===== src/hdl/bgrp_pkg.sv =====
`timescale 1ns / 1ps
// ----------------------------------------------------------------------------
// bgrp_pkg
// Shared types, constants and arithmetic helpers of the BGR to YUV packer.
// ----------------------------------------------------------------------------
package bgrp_pkg;

	localparam int MAX_WIDTH  = 2048;
	localparam int MAX_HEIGHT = 2048;

	localparam logic [11:0] MAX_W_EFF = 12'(MAX_WIDTH - MAX_WIDTH % 4);
	localparam logic [11:0] MAX_H_EFF = 12'(MAX_HEIGHT - MAX_HEIGHT % 4);

	localparam int QDEPTH = 4;
	localparam int QAW    = $clog2(QDEPTH);
	localparam int QLW    = $clog2(QDEPTH + 1);

	// register indexes
	localparam logic [1:0] REG_WIDTH  = 2'd0;
	localparam logic [1:0] REG_HEIGHT = 2'd1;
	localparam logic [1:0] REG_FORMAT = 2'd2;

	// output layouts
	localparam logic [2:0] FMT_NV21 = 3'd0;
	localparam logic [2:0] FMT_NV12 = 3'd1;
	localparam logic [2:0] FMT_I420 = 3'd2;
	localparam logic [2:0] FMT_YV12 = 3'd3;
	localparam logic [2:0] FMT_YUYV = 3'd4;
	localparam logic [2:0] FMT_UYVY = 3'd5;
	localparam logic [2:0] FMT_444  = 3'd6;

	// Q16 coefficients
	localparam logic [23:0] KY_R = 24'd19595;
	localparam logic [23:0] KY_G = 24'd38470;
	localparam logic [23:0] KY_B = 24'd7471;
	localparam logic [16:0] KU   = 17'd37028;
	localparam logic [16:0] KV   = 17'd46727;
	localparam logic signed [27:0] HALF_Q16 = 28'sd8388608;

	// one pixel's worth of byte writes
	typedef struct packed {
		logic [2:0][23:0] addr;
		logic [2:0][7:0]  val;
		logic [1:0]       cnt;
		logic             fend;
	} write_set_t;

	typedef struct packed {
		logic       valid;
		write_set_t data;
	} push_t;

	function automatic logic [11:0] eff_size(input logic [11:0] r, input logic [11:0] m);
		logic [11:0] v;
		v = {r[11:2], 2'b00};
		if (v < 12'd4) v = 12'd4;
		if (v > m) v = m;
		return v;
	endfunction

	function automatic logic [7:0] chroma_sat(input logic [7:0] comp, input logic [7:0] luma,
		input logic [16:0] k);
		logic signed [9:0]  d;
		logic signed [27:0] t;
		d = signed'({2'b00, comp}) - signed'({2'b00, luma});
		t = 28'(d) * signed'({11'b0, k}) + HALF_Q16;
		if (t[27]) return 8'h00;
		else if (t[26:24] != 3'b000) return 8'hFF;
		else return t[23:16];
	endfunction

endpackage


===== src/hdl/bgrp_front.sv =====
`timescale 1ns / 1ps
// ----------------------------------------------------------------------------
// bgrp_front
// Config registers, pixel intake, raster counters, color conversion and
// address generation; pushes one write set per pixel into the queue.
// ----------------------------------------------------------------------------
module bgrp_front import bgrp_pkg::*; (
	input  logic           clk,
	input  logic           arst_n,
	input  logic           cfg_valid,
	input  logic [1:0]     cfg_index,
	input  logic [11:0]    cfg_data,
	input  logic           s_tvalid,
	output logic           s_tready,
	input  logic [23:0]    s_tdata,
	input  logic [QLW-1:0] q_level,
	output push_t          push
);

	logic [11:0] width_q, height_q;
	logic [2:0]  fmt_q;
	logic [10:0] x_q, y_q;

	logic [11:0] w_eff, h_eff;
	logic        row_end, frame_end, accept;
	logic [QLW:0] in_use;

	logic        v_s1, v_s2;
	logic [7:0]  b_s1, g_s1, r_s1;
	logic [10:0] x_s1, y_s1;
	logic [11:0] w_s1, h_s1;
	logic [2:0]  fmt_s1, fmt_s2;
	logic        fend_s1, fend_s2, ye_s2;
	logic [7:0]  yv_s2, b_s2, r_s2;
	logic [10:0] x_s2;
	logic [22:0] yw_s2, p_s2;

	logic [23:0] ysum;
	logic [23:0] lin, two_i, nv_a, c_off, pl1, pl2;
	logic [7:0]  u_byte, v_byte;
	logic        chroma;
	write_set_t  ws;

	assign w_eff     = eff_size(width_q, MAX_W_EFF);
	assign h_eff     = eff_size(height_q, MAX_H_EFF);
	assign row_end   = ({1'b0, x_q} + 12'd1) >= w_eff;
	assign frame_end = row_end && (({1'b0, y_q} + 12'd1) >= h_eff);

	// credit check: queue slots plus pixels still in the pipeline
	assign in_use   = (QLW+1)'(q_level) + (QLW+1)'(v_s1) + (QLW+1)'(v_s2);
	assign s_tready = in_use < (QLW+1)'(QDEPTH);
	assign accept   = s_tvalid && s_tready;

	always_ff @(posedge clk or negedge arst_n) begin
		if (!arst_n) begin
			width_q  <= 12'd2048;
			height_q <= 12'd2048;
			fmt_q    <= FMT_YV12;
			x_q      <= '0;
			y_q      <= '0;
			v_s1     <= 1'b0;
			v_s2     <= 1'b0;
		end else begin
			if (cfg_valid) begin
				unique case (cfg_index)
					REG_WIDTH:  width_q  <= cfg_data;
					REG_HEIGHT: height_q <= cfg_data;
					REG_FORMAT: fmt_q    <= cfg_data[2:0];
					default: ;
				endcase
			end
			if (accept) begin
				if (row_end) begin
					x_q <= '0;
					y_q <= frame_end ? 11'd0 : y_q + 11'd1;
				end else begin
					x_q <= x_q + 11'd1;
				end
			end
			v_s1 <= accept;
			v_s2 <= v_s1;
		end
	end

	// stage 1: capture pixel, position and geometry
	always_ff @(posedge clk) begin
		if (accept) begin
			b_s1    <= s_tdata[7:0];
			g_s1    <= s_tdata[15:8];
			r_s1    <= s_tdata[23:16];
			x_s1    <= x_q;
			y_s1    <= y_q;
			w_s1    <= w_eff;
			h_s1    <= h_eff;
			fmt_s1  <= fmt_q;
			fend_s1 <= frame_end;
		end
	end

	assign ysum = 24'(r_s1) * KY_R + 24'(g_s1) * KY_G + 24'(b_s1) * KY_B;

	// stage 2: luma, row offset and plane size
	always_ff @(posedge clk) begin
		yv_s2   <= ysum[23:16];
		b_s2    <= b_s1;
		r_s2    <= r_s1;
		x_s2    <= x_s1;
		ye_s2   <= ~y_s1[0];
		yw_s2   <= 23'(y_s1) * 23'(w_s1);
		p_s2    <= 23'(w_s1) * 23'(h_s1);
		fmt_s2  <= fmt_s1;
		fend_s2 <= fend_s1;
	end

	// chroma and addresses; the 4:2:0 offsets are only used on even rows
	always_comb begin
		u_byte = chroma_sat(b_s2, yv_s2, KU);
		v_byte = chroma_sat(r_s2, yv_s2, KV);
		lin    = 24'(yw_s2) + 24'(x_s2);
		two_i  = {lin[22:0], 1'b0};
		nv_a   = 24'(p_s2) + 24'(yw_s2 >> 1) + 24'(x_s2);
		c_off  = 24'(yw_s2 >> 2) + 24'(x_s2 >> 1);
		pl1    = 24'(p_s2) + c_off;
		pl2    = 24'(p_s2) + 24'(p_s2 >> 2) + c_off;
		chroma = ~x_s2[0] && ye_s2;

		ws.addr[0] = lin;
		ws.val[0]  = yv_s2;
		ws.addr[1] = '0;
		ws.val[1]  = u_byte;
		ws.addr[2] = '0;
		ws.val[2]  = v_byte;
		unique case (fmt_s2)
			FMT_NV21: begin
				ws.addr[1] = nv_a;
				ws.val[1]  = v_byte;
				ws.addr[2] = nv_a + 24'd1;
				ws.val[2]  = u_byte;
			end
			FMT_NV12: begin
				ws.addr[1] = nv_a;
				ws.addr[2] = nv_a + 24'd1;
			end
			FMT_I420: begin
				ws.addr[1] = pl1;
				ws.addr[2] = pl2;
			end
			FMT_YV12: begin
				ws.addr[1] = pl1;
				ws.val[1]  = v_byte;
				ws.addr[2] = pl2;
				ws.val[2]  = u_byte;
			end
			FMT_YUYV: begin
				ws.addr[0] = two_i;
				ws.addr[1] = two_i + 24'd1;
				ws.addr[2] = two_i + 24'd3;
				chroma     = ~x_s2[0];
			end
			FMT_UYVY: begin
				ws.addr[0] = two_i + 24'd1;
				ws.addr[1] = two_i;
				ws.addr[2] = two_i + 24'd2;
				chroma     = ~x_s2[0];
			end
			default: begin
				ws.addr[1] = 24'(p_s2) + lin;
				ws.addr[2] = {p_s2, 1'b0} + lin;
				chroma     = 1'b1;
			end
		endcase
		ws.cnt  = chroma ? 2'd3 : 2'd1;
		ws.fend = fend_s2;
	end

	assign push = {v_s2, ws};

endmodule


===== src/hdl/bgrp_queue.sv =====
`timescale 1ns / 1ps
// ----------------------------------------------------------------------------
// bgrp_queue
// Short FIFO of per-pixel write sets between front and back.
// ----------------------------------------------------------------------------
module bgrp_queue import bgrp_pkg::*; (
	input  logic           clk,
	input  logic           arst_n,
	input  push_t          push,
	input  logic           pop,
	output write_set_t     head,
	output logic           not_empty,
	output logic [QLW-1:0] level
);

	write_set_t           slots [QDEPTH];
	logic [QAW-1:0]       wr_ptr_q, rd_ptr_q;
	logic [QLW-1:0]       level_q;

	assign head      = slots[rd_ptr_q];
	assign not_empty = level_q != '0;
	assign level     = level_q;

	always_ff @(posedge clk) begin
		if (push.valid) slots[wr_ptr_q] <= push.data;
	end

	always_ff @(posedge clk or negedge arst_n) begin
		if (!arst_n) begin
			wr_ptr_q <= '0;
			rd_ptr_q <= '0;
			level_q  <= '0;
		end else begin
			if (push.valid) wr_ptr_q <= wr_ptr_q + QAW'(1);
			if (pop) rd_ptr_q <= rd_ptr_q + QAW'(1);
			level_q <= level_q + QLW'(push.valid) - QLW'(pop);
		end
	end

	a_no_overflow: assert property (@(posedge clk) disable iff (!arst_n)
		push.valid |-> (level_q < QLW'(QDEPTH) || pop))
		else $error("queue push while full");

	a_no_underflow: assert property (@(posedge clk) disable iff (!arst_n)
		pop |-> not_empty)
		else $error("queue pop while empty");

	a_level_bound: assert property (@(posedge clk) disable iff (!arst_n)
		level_q <= QLW'(QDEPTH))
		else $error("queue level out of range");

endmodule


===== src/hdl/bgrp_back.sv =====
`timescale 1ns / 1ps
// ----------------------------------------------------------------------------
// bgrp_back
// Head write set to output register, one byte write per cycle unless stalled.
// ----------------------------------------------------------------------------
module bgrp_back import bgrp_pkg::*; (
	input  logic       clk,
	input  logic       arst_n,
	input  write_set_t head,
	input  logic       not_empty,
	output logic       pop,
	output logic       m_tvalid,
	input  logic       m_tready,
	output logic [31:0] m_tdata,
	output logic       m_tlast,
	output logic       m_tuser
);

	logic [1:0]  idx_q;
	logic        tvalid_q, last_q, fend_q;
	logic [23:0] addr_q;
	logic [7:0]  val_q;
	logic        load, is_last;
	logic [23:0] sel_addr;
	logic [7:0]  sel_val;

	assign load    = not_empty && (!tvalid_q || m_tready);
	assign is_last = idx_q == (head.cnt - 2'd1);
	assign pop     = load && is_last;

	always_comb begin
		unique case (idx_q)
			2'd0: begin
				sel_addr = head.addr[0];
				sel_val  = head.val[0];
			end
			2'd1: begin
				sel_addr = head.addr[1];
				sel_val  = head.val[1];
			end
			default: begin
				sel_addr = head.addr[2];
				sel_val  = head.val[2];
			end
		endcase
	end

	always_ff @(posedge clk or negedge arst_n) begin
		if (!arst_n) begin
			idx_q    <= '0;
			tvalid_q <= 1'b0;
		end else begin
			if (load) begin
				idx_q    <= is_last ? 2'd0 : idx_q + 2'd1;
				tvalid_q <= 1'b1;
			end else if (m_tready) begin
				tvalid_q <= 1'b0;
			end
		end
	end

	always_ff @(posedge clk) begin
		if (load) begin
			addr_q <= sel_addr;
			val_q  <= sel_val;
			last_q <= is_last;
			fend_q <= head.fend;
		end
	end

	assign m_tvalid = tvalid_q;
	assign m_tdata  = {val_q, addr_q};
	assign m_tlast  = last_q;
	assign m_tuser  = fend_q;

endmodule


===== src/hdl/bgr_to_yuv_frame_packer.sv =====
`timescale 1ns / 1ps
// ----------------------------------------------------------------------------
// bgr_to_yuv_frame_packer
// BGR pixels in raster order to byte writes of a YUV frame buffer layout.
// ----------------------------------------------------------------------------
// Channels: s_* takes one pixel per transfer; m_* gives one byte write per
// transfer (address and value); cfg_* writes width, height and layout.
// A pixel yields one write (Y only) or three (Y then two chroma bytes);
// m_tlast marks the last write of a pixel, m_tuser every write of the
// frame's last pixel.
// A pixel passes the stage 1 and stage 2 registers and a queue slot before
// its first write reaches the output register. The output register issues
// one write per cycle unless the receiver stalls it.
// Pixels are converted in a two-stage pipeline and queued in a four-entry
// write-set FIFO; s_tready drops when queue plus pipeline hold four pixels.
// Reset clears the column and row counters, the queue and the output, and
// loads 2048 x 2048 in YV12. A stalled receiver holds the current write;
// the queue then fills and the input side stalls in turn.
// The user must write configuration only while the block is idle; the block does not enforce this.
// ----------------------------------------------------------------------------
module bgr_to_yuv_frame_packer import bgrp_pkg::*; (
	input  logic        clk,
	input  logic        arst_n,
	input  logic        cfg_valid,
	output logic        cfg_ready,
	input  logic [1:0]  cfg_index,
	input  logic [11:0] cfg_data,
	input  logic        s_tvalid,
	output logic        s_tready,
	input  logic [23:0] s_tdata,    // blue[7:0], green[15:8], red[23:16]
	output logic        m_tvalid,
	input  logic        m_tready,
	output logic [31:0] m_tdata,    // byte_address[23:0], byte_value[31:24]
	output logic        m_tlast,
	output logic        m_tuser     // frame_end
);

	push_t          push;
	write_set_t     head;
	logic           not_empty, pop;
	logic [QLW-1:0] level;

	assign cfg_ready = 1'b1;

	bgrp_front u_front (
		.clk       (clk),
		.arst_n    (arst_n),
		.cfg_valid (cfg_valid),
		.cfg_index (cfg_index),
		.cfg_data  (cfg_data),
		.s_tvalid  (s_tvalid),
		.s_tready  (s_tready),
		.s_tdata   (s_tdata),
		.q_level   (level),
		.push      (push)
	);

	bgrp_queue u_queue (
		.clk       (clk),
		.arst_n    (arst_n),
		.push      (push),
		.pop       (pop),
		.head      (head),
		.not_empty (not_empty),
		.level     (level)
	);

	bgrp_back u_back (
		.clk       (clk),
		.arst_n    (arst_n),
		.head      (head),
		.not_empty (not_empty),
		.pop       (pop),
		.m_tvalid  (m_tvalid),
		.m_tready  (m_tready),
		.m_tdata   (m_tdata),
		.m_tlast   (m_tlast),
		.m_tuser   (m_tuser)
	);

endmodule


===== config.mk =====
export PLATFORM = sky130hd
export DESIGN_NAME = bgr_to_yuv_frame_packer
export DESIGN_NICKNAME = d
export VERILOG_FILES = /design/src/hdl/bgrp_pkg.sv /design/src/hdl/bgrp_front.sv /design/src/hdl/bgrp_queue.sv /design/src/hdl/bgrp_back.sv /design/src/hdl/bgr_to_yuv_frame_packer.sv
export SDC_FILE = /design/constraint.sdc
export NUM_CORES = 2
export LEC_CHECK = 0
export ABC_AREA = 1
export BUFFER_PORTS_ARGS = -buffer_cell sky130_fd_sc_hd__buf_2
export CORE_ASPECT_RATIO = 0.75
export CORE_MARGIN = 8
export CORE_UTILIZATION = 65
export DETAILED_ROUTE_END_ITERATION = 10
export PLACE_DENSITY = 0.82
export SETUP_SLACK_MARGIN = 0.5
export SYNTH_ARGS = -nofsm -noshare
export SYNTH_HDL_FRONTEND = slang
export SYNTH_SLANG_ARGS = --single-unit

===== constraint.sdc =====
create_clock -name clk -period 8.5 [get_ports clk]
set_clock_uncertainty 0.05 [all_clocks]
set_input_delay 1.7 -clock clk [delete_from_list [all_inputs] [get_ports clk]]
set_output_delay 1.7 -clock clk [all_outputs]
set_load 0.03 [all_outputs]

==> impl_metrics.env <==
export IMPL_root_buffer="clkbuf_16"
export IMPL_cts_buffer_depth=3
export IMPL_route_detailed_drc=0
export IMPL_drive_gt1_share_pct=5.46
export IMPL_start_util_pct=65.6
export IMPL_fillerInstances=5706
export IMPL_vias_per_cell=5.91
export IMPL_clkLatencyLatePin_ns=0.67
export IMPL_slew_limit_headroom_pct=22.6
export IMPL_ys_seq_area_share_pct=35.5
export IMPL_slowest_delay_ns=0.54
export IMPL_synth_top_family_by_area="adder cells"
export IMPL_min_path_type="flop to flop"
export IMPL_setup_viol=0
export IMPL_finalWirelength_um=137000
export IMPL_ys_seq_elements=633
export IMPL_synth_xor_area_share_pct=2.99
export IMPL_synth_compound_area_share_pct=9.50
export IMPL_synthAdderAreaFrac_pct=27.7
export IMPL_grt_pass1_wl_um=214000
export IMPL_finalInstanceArea_mm2=0.0539
export IMPL_max_cap_viol_count=0
export IMPL_core_area_mm2=0.0770
export IMPL_vias=39800
export IMPL_yosysWarnings=0
export IMPL_synth_most_common_cell="nand2_1"
export IMPL_io_pins=80
export IMPL_cts_tree="yes"
export IMPL_synth_avg_cell_area_um2=8.98
export IMPL_required_ns=8.86
export IMPL_grt_ovfl_total=0
export IMPL_yosysTopAreaCell="edfxtp_1"
export IMPL_startpoint_type="flop"
export IMPL_netlist_top_cells_count="nand2_1 (1,054), inv_1 (962), ha_1 (589)"
export IMPL_nets=6611
export IMPL_portBuffers=78
export IMPL_fin_setup_tns_ns=0
export IMPL_critical_path_most_common_cell="nand2_1"
export IMPL_muxShareOfSynthArea_pct=0.0644
export IMPL_drtIter0Drc=4455
export IMPL_worstMarginPinSlew_ns=1.16
export IMPL_grt_max_degree=117
export IMPL_htreeDepth=2
export IMPL_synth_area_mm2=0.0505
export IMPL_synth_edf_count=496
export IMPL_finalCritPeriodShare_pct=89.3
export IMPL_cp_arrival_ns=7.95
export IMPL_synth_cells=5628
export IMPL_period_needed_ns=7.59
export IMPL_timing_final_max_slew_violations=0
export IMPL_grt_pass1_vias=38200
export IMPL_status="finished, final reports clean"
export IMPL_async_flop_share_pct=9.00
export IMPL_post_dp_hpwl_um=103000
export IMPL_hold_viol=0
export IMPL_yosysUniqueCellTypes=64
export IMPL_final_cells=6728
export IMPL_synthFlopType="edfxtp_1"
export IMPL_die_h_um=257
export IMPL_syn_nets=6591
export IMPL_critPathMaxFanout=8
export IMPL_grt_usage_pct=31.2
export IMPL_wire_per_inst_um=20.4
export IMPL_syn_to_final_growth_pct=6.63
export IMPL_die_area_mm2=0.0870
export IMPL_dr_pass1_iters=9
export IMPL_synth_simple_area_share_pct=15.8
export IMPL_placed_area_mm2=0.0519
export IMPL_utilization_pct=70.0
export IMPL_synth_top_area_share_pct=29.5
export IMPL_globalplace_congestion=1.01
export IMPL_grt_setup_unrepaired="false"
export IMPL_die_x_um=338
export IMPL_dp_cells=6617
export IMPL_clkSinkCount=633
export IMPL_crit_path_end_kind="flop"
export IMPL_synth_area_leaders="edfxtp_1 (29%), ha_1 (15%), fa_1 (13%)"
export IMPL_antenna_found_initial=1
export IMPL_fmax_mhz=132
export IMPL_cpMaxStageDelayCell="fa_1"
export IMPL_path_class="flop to flop"
export IMPL_final_antenna_net_count=0
export IMPL_path_clk_slew_ns=0.07
export IMPL_row_count=88
export IMPL_cts_buffers=59
==> metrics by stage <==
stage | hold slack [ns] | setup WS [ns]
detailed placement | 0.277 | 0.702
global route | 0.302 | 0.536
CTS | 0.292 | 0.706
floorplan | 0.273 | 1.50
finish | 0.290 | 0.906
global placement | 0.275 | 1.00
==> critical path: cells and delay by family (launching register included) <==
kind	cells	cell delay [ns]
fa+ha+maj	9	3.09
compound gates	9	1.51
buf+inv	8	0.91
flops	1	0.41
simple gates	12	0.95
xor+xnor	2	0.46
==> per-layer routing <==
metal,global-route usage (%),vias to the layer above,share of wire (%)
li1,-,18600,-
met1,47.2,18800,44
met2,45.7,2143,42
met3,6.05,240,11
met4,8.81,0,3.0
met5,0,-,0
==> layout by cell type (no fill, tap or decap), drive strengths merged, types with 129 or more instances in the layout <==
cell | synthesis | final
fa | 331 | 331
o21ai | 406 | 406
edfxtp | 496 | 496
inv | 976 | 982
nor2 | 439 | 439
nand2 | 1077 | 1077
nand3 | 265 | 265
a21oi | 243 | 243
xor2 | 129 | 129
ha | 589 | 589
==> what timing repair did <==
action,CTS,global route
setup endpoints to repair,0,64
resized for setup,0,5
buffers inserted,0,5
hold buffers,0,0
==> flip-flops by register name (all words and copies together), names as in the netlist, 11 cells and up <==
register / cells
u_front.y_q: 11
u_back.addr_q: 24
u_front.x_s1: 11
u_front.y_s1: 11
u_front.x_s2: 11
u_front.yw_s2: 21
u_front.x_q: 11
u_front.p_s2: 19
u_queue.slots: 392
==> layout make-up <==
class	instances	area (um2)	area share (%)
timing repair buffer	110	631	1.17
clock inverter	36	385	0.715
clock buffer	69	1540	2.87
multi-input combinational	3865	28400	52.7
tap	1035	1290	2.40
inverter	979	3690	6.86
antenna	1	2.50	0.00465
sequential	633	17900	33.3
==> worst paths after layout <==
check | from | endpoint | slack [ns] | cells after the start
max | u_front.yv_s2[2]$_DFF_P_ | u_queue.slots[0][15]$_DFFE_PP_ | 0.91 | 40
min | u_front.x_s1[9]$_DFFE_PP_ | u_front.x_s2[9]$_DFF_P_ | 0.29 | 0
max reg2reg | u_front.yv_s2[2]$_DFF_P_ | u_queue.slots[0][15]$_DFFE_PP_ | 0.91 | 40
min reg2reg | u_front.x_s1[9]$_DFFE_PP_ | u_front.x_s2[9]$_DFF_P_ | 0.29 | 0
max in group asynchronous | arst_n | u_queue.rd_ptr_q[0]$_DFFE_PN0P_ | 6.61 | 2
min in group asynchronous | arst_n | u_back.m_tvalid$_DFFE_PN0P_ | 1.17 | 2
==> cells by family (layout without fill, tap and decap cells) <==
| logic type | count (synthesis) | count (layout) |
|---|---|---|
| AND/OR/NAND/NOR | 1905 | 1905 |
| buffers and inverters | 1130 | 1194 |
| adder cells (fa/ha/maj) | 920 | 920 |
| AO/OA/AOI/OAI | 867 | 867 |
| flip-flops | 633 | 633 |
| XOR/XNOR | 169 | 169 |
| multiplexers | 3 | 3 |
| other | 1 | 2 |
Power is not shown: default switching activity piles up to over one toggle a cycle in this logic, so the estimate is an artifact.
